File: src/hdl/hid_keyboard_report_key_events_defines.svh
// assertion macros for the keyboard report event block
`ifndef HID_KEYBOARD_REPORT_KEY_EVENTS_DEFINES_SVH
`define HID_KEYBOARD_REPORT_KEY_EVENTS_DEFINES_SVH

`ifndef SYNTHESIS
// same-cycle implication check
`define HKRE_ASSERT_SAME(lbl, clk, rst, ante, cons) \
   lbl: assert property (@(posedge clk) disable iff (rst) (ante) |-> (cons)) \
      else $error("hkre same-cycle check failed");
// next-cycle implication check
`define HKRE_ASSERT_NEXT(lbl, clk, rst, ante, cons) \
   lbl: assert property (@(posedge clk) disable iff (rst) (ante) |=> (cons)) \
      else $error("hkre next-cycle check failed");
`else
`define HKRE_ASSERT_SAME(lbl, clk, rst, ante, cons)
`define HKRE_ASSERT_NEXT(lbl, clk, rst, ante, cons)
`endif

`endif

File: src/hdl/hkre_pkg.sv
// shared constants and types for the keyboard report event block
package hkre_pkg;

   // key map geometry
   localparam int KEY_SLOTS        = 6;
   localparam int KEY_CODES        = 256;
   localparam int KEY_W            = $clog2(KEY_CODES);
   localparam int SLOT_W           = (KEY_SLOTS > 1) ? $clog2(KEY_SLOTS) : 1;
   localparam int SCAN_LEN         = KEY_CODES + KEY_SLOTS;
   localparam int IDX_W            = $clog2(SCAN_LEN + 1);

   // report format
   localparam int REPORT_FIELDS    = 7;
   localparam int MIN_REPORT_BYTES = 8;
   localparam int BCOUNT_W         = 7;
   localparam int REQ_DATA_W       = 64;

   // result limits
   localparam int MAX_RESULTS      = 12;
   localparam int CNT_W            = $clog2(MAX_RESULTS + 1);

   // hold timer
   localparam int DELAY_W          = 16;

   typedef enum logic [1:0] {
      EVT_CLICK = 2'd0,
      EVT_DOWN  = 2'd1,
      EVT_HOLD  = 2'd2
   } evt_kind_type;

   // event handed from the sequencer to the output stage
   typedef struct packed {
      logic             valid;
      evt_kind_type     kind;
      logic [KEY_W-1:0] code;
   } evt_push_type;

   // output stage status back to the sequencer
   typedef struct packed {
      logic push_ready;
      logic pend_valid;
   } evt_stat_type;

endpackage

File: src/hdl/hkre_key_ram.sv
// simple dual-port ram with registered read data for the pressed-key map
module hkre_key_ram #(
   parameter int ADDR_W = 8,
   parameter int DATA_W = 1
) (
   input  logic              clock,
   input  logic              wr_en,
   input  logic [ADDR_W-1:0] wr_addr,
   input  logic [DATA_W-1:0] wr_data,
   input  logic              rd_en,
   input  logic [ADDR_W-1:0] rd_addr,
   output logic [DATA_W-1:0] rd_data
);

   logic [DATA_W-1:0] mem_ff [2**ADDR_W];
   logic [DATA_W-1:0] rd_data_ff;

   // write port
   always_ff @(posedge clock) begin
      if (wr_en) begin
         mem_ff[wr_addr] <= wr_data;
      end
   end

   // read port, data held until the next read
   always_ff @(posedge clock) begin
      if (rd_en) begin
         rd_data_ff <= mem_ff[rd_addr];
      end
   end

   assign rd_data = rd_data_ff;

endmodule

File: src/hdl/hkre_evt_out.sv
// pending event stage and output register that marks the final beat of an item
module hkre_evt_out
   import hkre_pkg::*;
(
   input  logic         clock,
   input  logic         reset,
   input  evt_push_type push,
   input  logic         flush,
   output evt_stat_type stat,
   output logic         rsp_tvalid,
   input  logic         rsp_tready,
   output logic [7:0]   rsp_tdata,   // key_code
   output logic [1:0]   rsp_tuser,   // event_kind
   output logic         rsp_tlast    // last
);

   logic             pend_valid_ff, pend_valid_in;
   evt_kind_type     pend_kind_ff, pend_kind_in;
   logic [KEY_W-1:0] pend_code_ff, pend_code_in;
   logic             out_valid_ff, out_valid_in;
   evt_kind_type     out_kind_ff, out_kind_in;
   logic [KEY_W-1:0] out_code_ff, out_code_in;
   logic             out_last_ff, out_last_in;
   logic             out_free;
   logic             move;

   // pending event moves on once a newer one arrives or the item ends
   always_comb begin
      out_free      = !out_valid_ff || rsp_tready;
      move          = pend_valid_ff && out_free && (push.valid || flush);
      pend_valid_in = pend_valid_ff;
      pend_kind_in  = pend_kind_ff;
      pend_code_in  = pend_code_ff;
      out_valid_in  = out_valid_ff;
      out_kind_in   = out_kind_ff;
      out_code_in   = out_code_ff;
      out_last_in   = out_last_ff;
      if (move) begin
         out_valid_in = 1'b1;
         out_kind_in  = pend_kind_ff;
         out_code_in  = pend_code_ff;
         out_last_in  = !push.valid;
         pend_valid_in = 1'b0;
      end else if (rsp_tready) begin
         out_valid_in = 1'b0;
      end
      if (push.valid) begin
         pend_valid_in = 1'b1;
         pend_kind_in  = push.kind;
         pend_code_in  = push.code;
      end
   end

   always_ff @(posedge clock) begin
      pend_kind_ff <= pend_kind_in;
      pend_code_ff <= pend_code_in;
      out_kind_ff  <= out_kind_in;
      out_code_ff  <= out_code_in;
      out_last_ff  <= out_last_in;
      if (reset) begin
         pend_valid_ff <= 1'b0;
         out_valid_ff  <= 1'b0;
      end else begin
         pend_valid_ff <= pend_valid_in;
         out_valid_ff  <= out_valid_in;
      end
   end

   // status and result beat
   assign stat.push_ready = !pend_valid_ff || out_free;
   assign stat.pend_valid = pend_valid_ff;
   assign rsp_tvalid      = out_valid_ff;
   assign rsp_tdata       = 8'(out_code_ff);
   assign rsp_tuser       = out_kind_ff;
   assign rsp_tlast       = out_last_ff;

endmodule

File: src/hdl/hid_keyboard_report_key_events.sv
// After reset the key map is cleared one entry a cycle; no beat is taken meanwhile.
// A report sweeps the pressed-key memory one entry a cycle while results are not stalled
// (256 codes, then 6 slots), then a flush.
// A tick advances the hold timer; once the delay runs out it checks the held key for a hold event.
// Results leave through a pending stage and an output register; rsp backpressure stalls.
// Reset clears the map, the hold tracker and the delay.
`include "hid_keyboard_report_key_events_defines.svh"
module hid_keyboard_report_key_events
   import hkre_pkg::*;
(
   input  logic                  clock,
   input  logic                  reset,
   input  logic                  req_tvalid,
   output logic                  req_tready,
   input  logic [REQ_DATA_W-1:0] req_tdata,  // transfer_ok, byte_count, report_byte_0..6
   input  logic [0:0]            req_tuser,  // op
   output logic                  rsp_tvalid,
   input  logic                  rsp_tready,
   output logic [7:0]            rsp_tdata,  // key_code
   output logic [1:0]            rsp_tuser,  // event_kind
   output logic                  rsp_tlast,
   input  logic                  csr_wr_en,
   input  logic [DELAY_W-1:0]    csr_wr_data  // hold delay in ticks
);

   typedef enum logic [1:0] {
      ST_CLEAR,
      ST_IDLE,
      ST_SCAN,
      ST_FLUSH
   } state_type;

   typedef enum logic [1:0] {
      PH_CLICK,
      PH_DOWN,
      PH_HOLD
   } phase_type;

   state_type        state_ff, state_in;
   logic [KEY_W-1:0] clr_ff, clr_in;
   logic [IDX_W-1:0] idx_ff, idx_in;
   logic             job_tick_ff, job_tick_in;
   logic [KEY_W-1:0] job_code_ff, job_code_in;
   logic [KEY_W-1:0] codes_ff [KEY_SLOTS];
   logic [KEY_W-1:0] codes_in [KEY_SLOTS];
   logic             ev_valid_ff, ev_valid_in;
   phase_type        ev_phase_ff, ev_phase_in;
   logic [KEY_W-1:0] ev_addr_ff, ev_addr_in;
   logic [SLOT_W-1:0] ev_slot_ff, ev_slot_in;
   logic [CNT_W-1:0] cnt_ff, cnt_in;
   logic             hold_active_ff, hold_active_in;
   logic [KEY_W-1:0] held_key_ff, held_key_in;
   logic [DELAY_W-1:0] hold_elapsed_ff, hold_elapsed_in;
   logic [DELAY_W-1:0] dly_ticks_ff, dly_ticks_in;

   logic              req_op;
   logic              req_ok;
   logic [BCOUNT_W-1:0] req_count;
   logic [7:0]        req_byte [REPORT_FIELDS];
   logic [KEY_W-1:0]  slot_code [KEY_SLOTS];
   logic              req_start;

   logic [IDX_W-1:0]  issue_limit;
   logic              issue_left;
   logic [IDX_W-1:0]  slot_full;
   logic [SLOT_W-1:0] iss_slot;
   logic [KEY_W-1:0]  iss_addr;
   phase_type         iss_phase;

   logic              found;
   logic              dup;
   logic              fire;
   logic              reported;
   logic              adv;
   logic [DELAY_W-1:0] el_new;

   logic              wr_en;
   logic [KEY_W-1:0]  wr_addr;
   logic [0:0]        wr_data;
   logic              rd_en;
   logic [0:0]        rd_data;

   evt_push_type      push;
   evt_stat_type      evt_stat;
   logic              flush;

   // unpack the request beat
   always_comb begin
      req_op    = req_tuser[0];
      req_ok    = req_tdata[0];
      req_count = req_tdata[BCOUNT_W:1];
      for (int f = 0; f < REPORT_FIELDS; f++) begin
         req_byte[f] = req_tdata[8 + 8*f +: 8];
      end
      req_start = (req_count > BCOUNT_W'(MIN_REPORT_BYTES));
   end

   // key slot codes, taken from report byte 1 on when the byte count exceeds the minimum, else from byte 0
   always_comb begin
      for (int j = 0; j < KEY_SLOTS; j++) begin
         slot_code[j] = '0;
         for (int f = 0; f < REPORT_FIELDS; f++) begin
            if (f == j + int'(req_start) && ({1'b0, req_byte[f]} < 9'(KEY_CODES))) begin
               slot_code[j] = req_byte[f][KEY_W-1:0];
            end
         end
      end
   end

   // address stream: every code for release checks, then the slots; a tick job reads only the held key
   always_comb begin
      issue_limit = job_tick_ff ? IDX_W'(1) : IDX_W'(SCAN_LEN);
      issue_left  = (idx_ff < issue_limit);
      slot_full   = idx_ff - IDX_W'(KEY_CODES);
      iss_slot    = slot_full[SLOT_W-1:0];
      if (job_tick_ff) begin
         iss_addr  = job_code_ff;
         iss_phase = PH_HOLD;
      end else if (idx_ff < IDX_W'(KEY_CODES)) begin
         iss_addr  = idx_ff[KEY_W-1:0];
         iss_phase = PH_CLICK;
      end else begin
         iss_addr  = codes_ff[iss_slot];
         iss_phase = PH_DOWN;
      end
   end

   // evaluate the entry whose map bit has come back
   always_comb begin
      found = 1'b0;
      dup   = 1'b0;
      for (int j = 0; j < KEY_SLOTS; j++) begin
         if (codes_ff[j] != '0 && codes_ff[j] == ev_addr_ff) begin
            found = 1'b1;
         end
         if (SLOT_W'(j) < ev_slot_ff && codes_ff[j] == ev_addr_ff) begin
            dup = 1'b1;
         end
      end
      fire      = 1'b0;
      wr_data   = 1'b0;
      push.kind = EVT_CLICK;
      case (ev_phase_ff)
         PH_CLICK: begin
            fire      = rd_data[0] && !found;
            push.kind = EVT_CLICK;
         end
         PH_DOWN: begin
            fire      = (ev_addr_ff != '0) && !(rd_data[0] || dup);
            // the clearing pass always writes zeros
            wr_data   = (state_ff != ST_CLEAR);
            push.kind = EVT_DOWN;
         end
         PH_HOLD: begin
            fire      = (ev_addr_ff != '0) && rd_data[0];
            push.kind = EVT_HOLD;
         end
         default: begin
            fire = 1'b0;
         end
      endcase
      reported   = ev_valid_ff && fire && (cnt_ff < CNT_W'(MAX_RESULTS));
      adv        = !ev_valid_ff || !reported || evt_stat.push_ready;
      push.valid = (state_ff == ST_SCAN) && reported && adv;
      push.code  = ev_addr_ff;
   end

   // sequencer and hold tracker
   always_comb begin
      state_in        = state_ff;
      clr_in          = clr_ff;
      idx_in          = idx_ff;
      job_tick_in     = job_tick_ff;
      job_code_in     = job_code_ff;
      codes_in        = codes_ff;
      ev_valid_in     = ev_valid_ff;
      ev_phase_in     = ev_phase_ff;
      ev_addr_in      = ev_addr_ff;
      ev_slot_in      = ev_slot_ff;
      cnt_in          = cnt_ff;
      hold_active_in  = hold_active_ff;
      held_key_in     = held_key_ff;
      hold_elapsed_in = hold_elapsed_ff;
      dly_ticks_in    = csr_wr_en ? csr_wr_data : dly_ticks_ff;
      wr_en           = 1'b0;
      wr_addr         = ev_addr_ff;
      rd_en           = 1'b0;
      flush           = 1'b0;
      el_new          = (hold_elapsed_ff == '1) ? hold_elapsed_ff
                                                : hold_elapsed_ff + DELAY_W'(1);
      case (state_ff)
         ST_CLEAR: begin
            wr_en   = 1'b1;
            wr_addr = clr_ff;
            clr_in  = clr_ff + KEY_W'(1);
            if (clr_ff == KEY_W'(KEY_CODES - 1)) begin
               state_in = ST_IDLE;
            end
         end
         ST_IDLE: begin
            if (req_tvalid) begin
               idx_in      = '0;
               cnt_in      = '0;
               ev_valid_in = 1'b0;
               if (req_op) begin
                  // tick: advance the hold timer
                  if (hold_active_ff && dly_ticks_ff != '0) begin
                     if (el_new >= dly_ticks_ff) begin
                        job_tick_in     = 1'b1;
                        job_code_in     = held_key_ff;
                        hold_active_in  = 1'b0;
                        held_key_in     = '0;
                        hold_elapsed_in = '0;
                        state_in        = ST_SCAN;
                     end else begin
                        hold_elapsed_in = el_new;
                     end
                  end
               end else if (req_ok && req_count >= BCOUNT_W'(MIN_REPORT_BYTES)) begin
                  job_tick_in = 1'b0;
                  codes_in    = slot_code;
                  state_in    = ST_SCAN;
               end
            end
         end
         ST_SCAN: begin
            if (adv) begin
               // apply the evaluated entry
               if (ev_valid_ff && fire) begin
                  wr_en = 1'b1;
                  if (ev_phase_ff == PH_CLICK && hold_active_ff
                      && held_key_ff == ev_addr_ff) begin
                     hold_active_in  = 1'b0;
                     held_key_in     = '0;
                     hold_elapsed_in = '0;
                  end
                  if (ev_phase_ff == PH_DOWN && !hold_active_ff) begin
                     hold_active_in  = 1'b1;
                     held_key_in     = ev_addr_ff;
                     hold_elapsed_in = '0;
                  end
               end
               if (reported) begin
                  cnt_in = cnt_ff + CNT_W'(1);
               end
               // issue the next read
               rd_en       = issue_left;
               ev_valid_in = issue_left;
               ev_phase_in = iss_phase;
               ev_addr_in  = iss_addr;
               ev_slot_in  = iss_slot;
               if (issue_left) begin
                  idx_in = idx_ff + IDX_W'(1);
               end
            end
            if (!ev_valid_ff && !issue_left) begin
               state_in = ST_FLUSH;
            end
         end
         ST_FLUSH: begin
            flush = 1'b1;
            if (!evt_stat.pend_valid) begin
               state_in = ST_IDLE;
            end
         end
         default: begin
            state_in = ST_IDLE;
         end
      endcase
   end

   // registers
   always_ff @(posedge clock) begin
      job_code_ff <= job_code_in;
      codes_ff    <= codes_in;
      ev_phase_ff <= ev_phase_in;
      ev_addr_ff  <= ev_addr_in;
      ev_slot_ff  <= ev_slot_in;
      if (reset) begin
         state_ff        <= ST_CLEAR;
         clr_ff          <= '0;
         idx_ff          <= '0;
         job_tick_ff     <= 1'b0;
         ev_valid_ff     <= 1'b0;
         cnt_ff          <= '0;
         hold_active_ff  <= 1'b0;
         held_key_ff     <= '0;
         hold_elapsed_ff <= '0;
         dly_ticks_ff    <= '0;
      end else begin
         state_ff        <= state_in;
         clr_ff          <= clr_in;
         idx_ff          <= idx_in;
         job_tick_ff     <= job_tick_in;
         ev_valid_ff     <= ev_valid_in;
         cnt_ff          <= cnt_in;
         hold_active_ff  <= hold_active_in;
         held_key_ff     <= held_key_in;
         hold_elapsed_ff <= hold_elapsed_in;
         dly_ticks_ff    <= dly_ticks_in;
      end
   end

   assign req_tready = (state_ff == ST_IDLE);

   // pressed-key map
   hkre_key_ram #(
      .ADDR_W (KEY_W),
      .DATA_W (1)
   ) u_key_ram (
      .clock   (clock),
      .wr_en   (wr_en),
      .wr_addr (wr_addr),
      .wr_data (wr_data),
      .rd_en   (rd_en),
      .rd_addr (iss_addr),
      .rd_data (rd_data)
   );

   // result staging
   hkre_evt_out u_evt_out (
      .clock      (clock),
      .reset      (reset),
      .push       (push),
      .flush      (flush),
      .stat       (evt_stat),
      .rsp_tvalid (rsp_tvalid),
      .rsp_tready (rsp_tready),
      .rsp_tdata  (rsp_tdata),
      .rsp_tuser  (rsp_tuser),
      .rsp_tlast  (rsp_tlast)
   );

   // checks
   `HKRE_ASSERT_SAME(a_cnt_cap, clock, reset, 1'b1, cnt_ff <= CNT_W'(MAX_RESULTS))
   `HKRE_ASSERT_NEXT(a_stall_holds, clock, reset, state_ff == ST_SCAN && ev_valid_ff && !adv, $stable(rd_data) && $stable(ev_addr_ff))
   `HKRE_ASSERT_SAME(a_held_key_nonzero, clock, reset, hold_active_ff, held_key_ff != '0)
   `HKRE_ASSERT_SAME(a_idle_drained, clock, reset, state_ff == ST_IDLE, !ev_valid_ff && !evt_stat.pend_valid)

endmodule
File: config.mk
export PLATFORM = sky130hd
export DESIGN_NAME = hid_keyboard_report_key_events
export DESIGN_NICKNAME = d
export VERILOG_FILES = /design/src/hdl/hkre_pkg.sv /design/src/hdl/hkre_key_ram.sv /design/src/hdl/hkre_evt_out.sv /design/src/hdl/hid_keyboard_report_key_events.sv
export VERILOG_INCLUDE_DIRS = /design/src /design/src/hdl
export SDC_FILE = /design/constraint.sdc
export NUM_CORES = 1
export LEC_CHECK = 0
export BUFFER_PORTS_ARGS = -buffer_cell sky130_fd_sc_hd__buf_2
export CAP_MARGIN = 25
export CORE_ASPECT_RATIO = 0.5
export CORE_UTILIZATION = 35
export DETAILED_ROUTE_END_ITERATION = 10
export PLACE_DENSITY = 0.5
export SYNTH_ARGS = -nofsm -noshare
export SYNTH_HDL_FRONTEND = slang
export SYNTH_HIERARCHICAL = 1
export SYNTH_SLANG_ARGS = --single-unit
File: constraint.sdc
create_clock -name clock -period 10.2 [get_ports clock]
set_input_delay 0.51 -clock clock [delete_from_list [all_inputs] [get_ports clock]]
set_output_delay 0.51 -clock clock [all_outputs]
set_load 0.01 [all_outputs]
==> run summary, run 1 <==
Summed over all cells, the static leakage comes to 7.79 nW. Summing all multi-input logic gate instances after layout gives 7550 sq um. The floorplan step set the die width to 339 microns. In the synthesized netlist the dominant register cell turns out to be sky130_fd_sc_hd__edfxtp_1.

The first global-routing pass estimated 79600 microns of wire. The initial antenna violation count was 0; the number of H-tree levels was 2. From synthesis to final layout, the design area changed by 13.4%.

The power consumption was 3.42 mW. The die covers 57800 sq um. The depth of the worst register-to-register path works out to 12. Derived from the worst setup path, the maximum achievable clock frequency is 0.210 GHz. In this run the mean area of a mapped cell was 12.3 sq um. The first-pass iteration count of the detailed router was 5; the post-detailed-route wirelength per cell was 20.9 microns. Summing all flip-flop and latch instances after layout gives 11800 sq um. The share of flip-flops with an asynchronous set or reset after synthesis was 0%. TritonCTS built the clock tree.

The final max-slew violation count is 0, and the number of synthesized register bits is 415. Number of CTS-inserted buffers: 41. VDD sags by at most 0.105 mV. The worst-case setup margin in the final layout is 5.43 ns. The Yosys step of the flow raised 6 warnings. The CTS root buffer was sky130_fd_sc_hd__clkbuf_16. The clock-pin transition on the worst setup and hold timing paths was 0.07 ns; the worst hold path stage count was 3.

The tools report the post-CTS repair timing setup buffer count as 0. The count of antenna diodes in the layout is 0, and the number of maximum-capacitance constraint violations is 0. When the netlist entered floorplanning its net count stood at 1735.

For this run, the register share of the synthesized area comes to 59.2%. The count of buffers added on input and output ports is 98. The HPWL reported at the end of detailed placement was 34000 microns.

The commonest non-fill, non-tap cell in the layout was sky130_fd_sc_hd__edfxtp_1. The final setup TNS was 0 ns; the average vias per placed instance was 5.28. The tools report the number of cell rows as 61.

The run finished with clean final reports. The cell area that synthesis handed to floorplanning was 19900 sq um. In this run, post-CTS repair resized a total of 0 instances. The share of post-route cells with drive strength above 1 was 18.1%. For this block, the initial DRC count from the detailed router was 1296. OpenSTA, run right after detailed placement, puts the worst setup slack at 5.51 ns. The tools report the final count of negative-setup-slack endpoints as 0. The tools report the type of destination of the critical path as a flop. Entering global routing, the biggest net connects 257 pins. The tools report the total wirelength of the detailed-routed design as 51800 microns.

The via count of the first global-routing pass was 12900; the number of instances in the synthesized netlist was 1617. The final critical-path required period is 4.77 ns, and the final antenna-violating net count is 0. The relative slew slack was 29.3%; the largest driver fanout on the critical path was 46. The maximum clock insertion buffer count is 3. The run gives 5312 as the number of filler instances in the final layout. Across the routed clock network, the largest skew measured is 0.0281 ns. The areal power density over the cells came out at 152 nW/um^2.

After layout, the worst path uses 46.8% of the clock period. At the end of the flow, the number of nets in the layout was 1808. The number of enable-type register cells in the synthesized netlist was 347.

The min-delay analysis places its worst path in the category in2reg. Counting every sink on the clock net gives 415. The logs give 0 for the number of hold violations in the final report and 0 for the leftover overflow at the end of global routing. Leaving out fill and tap cells, the most frequent cells in the layout are 347 x sky130_fd_sc_hd__edfxtp_1, 320 x sky130_fd_sc_hd__nor2_1, 106 x sky130_fd_sc_hd__nand2_1, 98 x sky130_fd_sc_hd__buf_2, 86 x sky130_fd_sc_hd__mux2i_1. The initial cell density of the core was 35.6%; the slew at the pin closest to its max-slew limit was 1.06 ns.

The core region is 55800 sq um. Setup repair after global routing left no endpoint under its margin. The global-route usage over all layers is 18.0%. The worst setup path is launched from a flop. During I/O placement, the number of pins put on the boundary was 99.

The DRC violations left was 0. At the later pin of the worst-skew pair, clock insertion delay measures 0.57 ns. At the worst endpoint, the required time is 10.58 ns. Path type of the worst setup path: reg2reg. The count of hold buffers inserted by post-cts repair was 0; the weighted congestion reported at the end of routability-driven placement was 0.815. Detailed routing inserted a total of 13100 vias. The die is 171 microns tall. The count of different cell masters after synthesis is 67.

STA puts the critical path data arrival time at 5.15 ns.
## worst max-delay path, stage by stage, from the launching register on
cell                        delay [ns]
sky130_fd_sc_hd__dfxtp_1          0.31
sky130_fd_sc_hd__buf_4            0.31
sky130_fd_sc_hd__mux4_2           0.29
sky130_fd_sc_hd__a21oi_1          0.09
sky130_fd_sc_hd__o31ai_4          0.25
sky130_fd_sc_hd__buf_4            0.36
sky130_fd_sc_hd__buf_4            0.76
sky130_fd_sc_hd__nand3_1          0.79
sky130_fd_sc_hd__o22ai_1          0.37
sky130_fd_sc_hd__nor3_1           0.09
sky130_fd_sc_hd__a2111oi_0        0.60
sky130_fd_sc_hd__a21oi_1          0.09
sky130_fd_sc_hd__a22oi_1          0.21
## logic make-up after synthesis
kind of cell / after synthesis / share of synthesized area, %
and+or+nand+nor: 584 / 12.9
DFF: 415 / 59.2
muxes: 194 / 13.3
AOI/OAI and AO/OA: 187 / 6.28
buffers and inverters: 132 / 3.00
xor gates and xnor gates: 73 / 3.22
adders and majority gates: 32 / 2.01
## flip-flops by register name (all words and copies together), names as in the netlist
register,cells
clr_ff,8
cnt_ff,4
codes_ff,48
dly_ticks_ff,16
ev_addr_ff,8
ev_phase_ff,2
ev_slot_ff,3
ev_valid_ff,1
held_key_ff,8
hold_active_ff,1
hold_elapsed_ff,16
idx_ff,9
job_code_ff,8
job_tick_ff,1
state_ff,2
u_evt_out/pend_code_ff,8
u_evt_out/pend_kind_ff,2
u_evt_out/pend_valid_ff,1
u_evt_out/rsp_tdata,8
u_evt_out/rsp_tlast,1
u_evt_out/rsp_tuser,2
u_evt_out/rsp_tvalid,1
u_key_ram/mem_ff,256
u_key_ram/rd_data,1
## power breakdown
part           switching [mW]  internal (mW)
sequential            0.00517           1.82
clock                   0.665          0.818
combinational          0.0648         0.0426
## final timing paths
path | from | end | slack, ns
worst min-delay path | csr_wr_data[1] | dly_ticks_ff[1]$_SDFFE_PP0P_ | 0.20
worst max register to register | idx_ff[0]$_SDFFE_PP0P_ | u_key_ram/rd_data$_DFFE_PP_ | 5.43
worst min register to register | u_evt_out/pend_code_ff[7]$_DFFE_PP_ | u_evt_out/rsp_tdata[7]$_DFFE_PP_ | 0.42
worst max-delay path | idx_ff[0]$_SDFFE_PP0P_ | u_key_ram/rd_data$_DFFE_PP_ | 5.43
## routing by layer
layer	up-vias	wire (microns)	track usage, %
met1	6594	24300	25.4
li1	6121	-	-
met2	310	23900	29.2
met3	65	2790	3.10
met5	-	0	0
met4	0	802	3.58
## stage by stage
stage / std cells / hold slack (ns) / util (%) / cell area [sq um]
final: 2479 / 0.203 / 40.4 / 22500
after global routing: 2479 / 0.182 / 40.4 / 22500
after CTS: 2477 / 0.175 / 40.3 / 22500
after detailed placement: 2401 / 0.407 / 38.0 / 21200
after global placement: 2394 / 0.402 / 37.8 / 21100
after floorplan: 1617 / 0.400 / - / 19900
## synth_stat cells (32+ instances only)
| cell type | instances | share of area (%) |
|---|---|---|
| sky130_fd_sc_hd__clkbuf_1 | 65 | 1.2 |
| sky130_fd_sc_hd__mux4_2 | 50 | 5.7 |
| sky130_fd_sc_hd__xor2_1 | 33 | 1.5 |
| sky130_fd_sc_hd__ha_1 | 32 | 2.0 |
| sky130_fd_sc_hd__mux2i_1 | 86 | 4.3 |
| sky130_fd_sc_hd__edfxtp_1 | 347 | 52 |
| sky130_fd_sc_hd__dfxtp_1 | 68 | 6.8 |
| sky130_fd_sc_hd__inv_1 | 33 | 0.62 |
| sky130_fd_sc_hd__nor4_1 | 32 | 1.0 |
| sky130_fd_sc_hd__o21ai_0 | 42 | 1.1 |
| sky130_fd_sc_hd__nor2_1 | 320 | 6.0 |
| sky130_fd_sc_hd__mux2_2 | 57 | 3.2 |
| sky130_fd_sc_hd__xnor2_1 | 40 | 1.8 |
| sky130_fd_sc_hd__nand2_1 | 107 | 2.0 |
## layout make-up
type                            instances  area share (%)
Clock buffer                           55            4.88
Clock inverter                         21           0.816
Inverter                               35           0.583
Multi-Input combinational cell       1070            33.5
Sequential cell                       415            52.3
Tap cell                              756            4.20
Timing Repair Buffer                  127            3.76
Note: power is estimated with default switching activity, not from simulation.
==> run 2: changes to the inputs <==
ABC_AREA = 1   (was default)
clock period = 4.8 ns   (was 10.2 ns; I/O delays follow)
==> run 2 against run 1 <==
Clock power grew 120%. Cell area is 7.7% higher. Setup slack worse by 4.8 ns. Die area rose by 5.7%. Synthesized cell count is 46% higher. Area after synthesis is 5.8% higher. Sequential cell count did not move. Via count grew 27%. Register-to-register slack worse by 4.8 ns. Utilization up 0.57 points. Critical path type unchanged. Critical endpoint is now codes_ff[4]$_DFFE_PP_. Largest power group unchanged.
==> run summary, run 2 <==
Setup repair after global routing left no endpoint under its margin. In the post-synthesis netlist, the biggest area contributors are sky130_fd_sc_hd__edfxtp_1 50%, sky130_fd_sc_hd__nand2_1 9.5%, sky130_fd_sc_hd__nor2_1 7.5%. The depth of the worst register-to-register path is 23, and the final period utilization is 87.3%. The number of nets handed over by synthesis was 2471.

The launching element type of the critical path was a flop. Post-CTS repair timing setup buffer count: 0. The number of flip-flops in the largest register came out at 256.

The worst pin sits at a relative slew slack of 23.9%. 0 antenna diodes ended up in the layout. In this run, the number of DRC markers left after iteration 0 of detailed routing was 1410. Multiplexer cells account for 1.82% of the synthesized area.

The power consumption is 10.6 mW. The required time at the endpoint of the critical path is 5.04 ns. TritonCTS built the clock tree.

The run gives 3 as the maximum clock insertion buffer count. The synthesized area divided by synthesized cell count was 8.94 sq um; the final count of negative-setup-slack endpoints was 0. In the final timing run, aggregate negative setup slack is 0 ns. Clock skew on the completed layout was measured at 0.0220 ns.

The synthesized netlist devotes 1.90% of its cell area to adder and majority cells. Clock latency on the worst-skew pair, taken at its later pin, is 0.57 ns. The cell type with the largest total area after synthesis is sky130_fd_sc_hd__edfxtp_1.

The number of cells on the critical path is 23, and the area fraction in and, or, nand and nor cells after synthesis is 26.6%. The synthesized netlist devotes 5.24% of its cell area to compound gates. Across every metal layer, demand over resource in global routing totals 19.4%.

The largest single stage delay on the critical path is 0.33 ns. The largest driver fanout on the critical path works out to 49. The worst-case setup margin in the final layout was 0.610 ns. The tools report the source of the worst register-to-register timing path as hold_elapsed_ff[0]$_SDFFE_PP0P_. Clock-pin slew was measured on the worst setup and hold paths at 0.06 ns.

The critical path contains buffers and inverters numbering 5 combined. The run gives 16600 as the detailed-route via count. After detailed routing, the number of remaining DRC violations is 0. In this run the biggest area consumer among cell types represents 49.6% of the synthesized area.

The number of filler instances in the final layout is 5999, and the number of instances in the synthesized netlist is 2353. The run gives 56.0% as the portion of the post-synthesis area used by sequential elements. The synthesized design contains 415 register bits.

The logs give 42 for the number of CTS-inserted buffers and 0.61 ns for the slack of the worst reg-to-reg path. VDD sags by at most 0.288 mV. Global routing finished with a remaining overflow of 0.

The library cells used most frequently in the layout, excluding fill and tap cells, are 532 x sky130_fd_sc_hd__nand2_1, 419 x sky130_fd_sc_hd__nor2_1, 347 x sky130_fd_sc_hd__edfxtp_1, 290 x sky130_fd_sc_hd__nand3_1, 155 x sky130_fd_sc_hd__inv_1. After detailed routing, the average wire length per cell comes to 18.1 microns. After synthesis, the most frequently instantiated cells are 533 x sky130_fd_sc_hd__nand2_1, 421 x sky130_fd_sc_hd__nor2_1, 347 x sky130_fd_sc_hd__edfxtp_1. The pre-antenna-repair detailed-routing pass consisted of 6 iterations. The worst setup path is captured at a flop.

The worst-path cell with the longest stage delay is sky130_fd_sc_hd__dfxtp_1. The number of maximum-capacitance constraint violations was 0; the areal power density over the cells was 438 nW/um^2. The via count of the first global-routing pass is 15400.

By area, the combinational part of the netlist is dominated by simple AND/OR/NAND/NOR gates. The slew at the pin closest to its max-slew limit is 1.14 ns, and the arrival time at the worst endpoint is 4.43 ns. The die is 349 microns wide. The largest registers in the layout are u_key_ram/mem_ff (256), codes_ff (48).

For the initial cell density of the core, the log shows 35.5%. In this run the static leakage power is 9.08 nW. In this run the cell area of the synthesized design comes to 21000 sq um. Commonest non-fill, non-tap cell in the layout: sky130_fd_sc_hd__nand2_1. The die covers 61100 sq um. Traced cell by cell, the critical path runs through ha_1, inv_1, nor3_1, nand3_1, nor2_1, nand4_1, inv_1, nor3_1, nand2_1, xor2_1, inv_1, ha_1, nand2_1, nor2_1, nand2_1, o211ai_1, nand2_1, nand3_1, nor2_1, nor3b_1, inv_1, nor2_4, buf_12. The total area inside the core boundary comes to 59300 sq um.

Following the worst setup path forward leads to its endpoint at codes_ff[4]$_DFFE_PP_. The final cell area excluding filler cells is 24300 sq um, and the maximum clock rate is 0.239 GHz. The final layout contains routed wiring with a total length of 60000 microns. In this run the critical register-to-register path is captured at codes_ff[4]$_DFFE_PP_. Yosys mapped a number of flops with a built-in enable equal to 347. The H-tree generated during clock tree synthesis spans 2 levels. The congestion estimate from routability-driven global placement came to 0.857. u_key_ram/mem_ff holds more flip-flops than any other register. After Yosys synthesis, XOR and XNOR cells account for 1.87% of the synthesized area.

The I/O pin total came out at 99. The run gives 415 as the number of sinks handled by clock tree synthesis. The kind of cell with the highest combined delay on the critical path is simple AND/OR/NAND/NOR gates.

For the final antenna-violating net count, the log shows 0. Compared with the post-synthesis result, the final layout area differs by 15.5%. The run finished with clean final reports. For the pin count of the biggest net entering global routing, the log shows 257. In this run the clock root is driven by a sky130_fd_sc_hd__clkbuf_16. The HPWL after detailed placement is 36700 microns.

In this run the worst setup path begins at hold_elapsed_ff[0]$_SDFFE_PP0P_. The number of cell rows was 63; the count of port buffers added during placement was 98. Timing analysis after detailed placement gives a worst setup slack of 0.580 ns. From bottom edge to top edge, the die measures 175 microns.

The min-delay analysis places its worst path in the category in2reg. After detailed placement, the total cell area comes to 22300 sq um. The run gives 0 as the initial antenna violation count. The number of different library cells used by synthesis comes to 48.

The tools report the number of hold violations in the final report as 0. Using the TritonRoute via totals, the vias-per-cell ratio works out to 5.01. The setup path with the least slack is of type reg2reg. The most used flip-flop cell after synthesis is sky130_fd_sc_hd__edfxtp_1. The tools report the number of warnings printed during yosys synthesis as 6. The first global-routing pass estimated 91600 microns of wire. The net count of the finished layout is 2593.

The clock period could shrink to 4.19 ns. The share of post-route cells with drive strength above 1 is 10.6%. In the post-synthesis netlist, the cell with the most instances is sky130_fd_sc_hd__nand2_1. The final max-slew violation count is 0, and the share of flip-flops with an asynchronous set or reset after synthesis is 0%.
[run 2: per-stage QoR]
step | utilization, % | std cells | hold slack (ns)
5_1_grt | 41.0 | 3319 | 0.0172
3_5_place_dp | 37.5 | 3171 | 0.406
3_3_place_gp | 37.5 | 3169 | 0.405
2_1_floorplan | - | 2353 | 0.309
4_1_cts | 41.0 | 3319 | 0.000664
6_report | 41.0 | 3319 | 0.0265
[run 2: where the power goes]
part           internal, mW  total (mW)  switching (mW)
clock                  1.78        3.20            1.42
sequential             4.23        4.38           0.153
combinational         0.799        3.06            2.26
[run 2: routing by layer]
layer	up-vias	GRT usage [%]	wire length (microns)
met5	-	0	0
met4	0	4.62	1180
met3	72	2.74	3130
met2	401	30.2	26400
met1	8025	28.5	29300
li1	8124	-	-
[run 2: cells by family after synthesis]
logic type	after synthesis
XOR/XNOR	45
flip-flops	415
buffers and inverters	297
AO/OA/AOI/OAI	200
multiplexers	34
AND/OR/NAND/NOR	1330
adder cells (fa/ha/maj)	32
[run 2: what timing repair did]
action / 4_1_cts / 5_1_grt
hold buffers: 72 / 0
endpoints found under the hold margin: 49 / 0
gates resized for setup: 0 / 0
[run 2: area by class of cell]
cell class,instances,area (sq um),area share [%]
Sequential cell,415,11800,48.5
Inverter,167,632,2.60
Clock inverter,17,128,0.525
Tap cell,812,1020,4.18
Clock buffer,59,1190,4.88
Timing Repair Buffer,208,1620,6.66
Multi-Input combinational cell,1641,7930,32.6
[run 2: worst min-delay path by stage]
stage	cells past startpoint	from	slack, ns	endpoint
2_1_floorplan	1	reset	0.31	u_evt_out/pend_valid_ff$_SDFFE_PP0P_
3_3_place_gp	0	u_evt_out/pend_code_ff[2]$_DFFE_PP_	0.40	u_evt_out/rsp_tdata[2]$_DFFE_PP_
3_5_place_dp	0	u_evt_out/pend_kind_ff[1]$_DFFE_PP_	0.41	u_evt_out/rsp_tuser[1]$_DFFE_PP_
4_1_cts	3	csr_wr_data[8]	0.0007	dly_ticks_ff[8]$_SDFFE_PP0P_
5_1_grt	2	req_tdata[28]	0.02	codes_ff[28]$_DFFE_PP_
6_report	2	req_tdata[28]	0.03	codes_ff[28]$_DFFE_PP_
[run 2: worst reg2reg max path, delay by kind of cell, from the launching register on]
family | cells | cell delay [ns]
xor+xnor | 1 | 0.19
fa+ha+maj | 2 | 0.42
compound gates | 1 | 0.08
simple gates | 14 | 2.03
flops | 1 | 0.33
buf+inv | 5 | 0.78
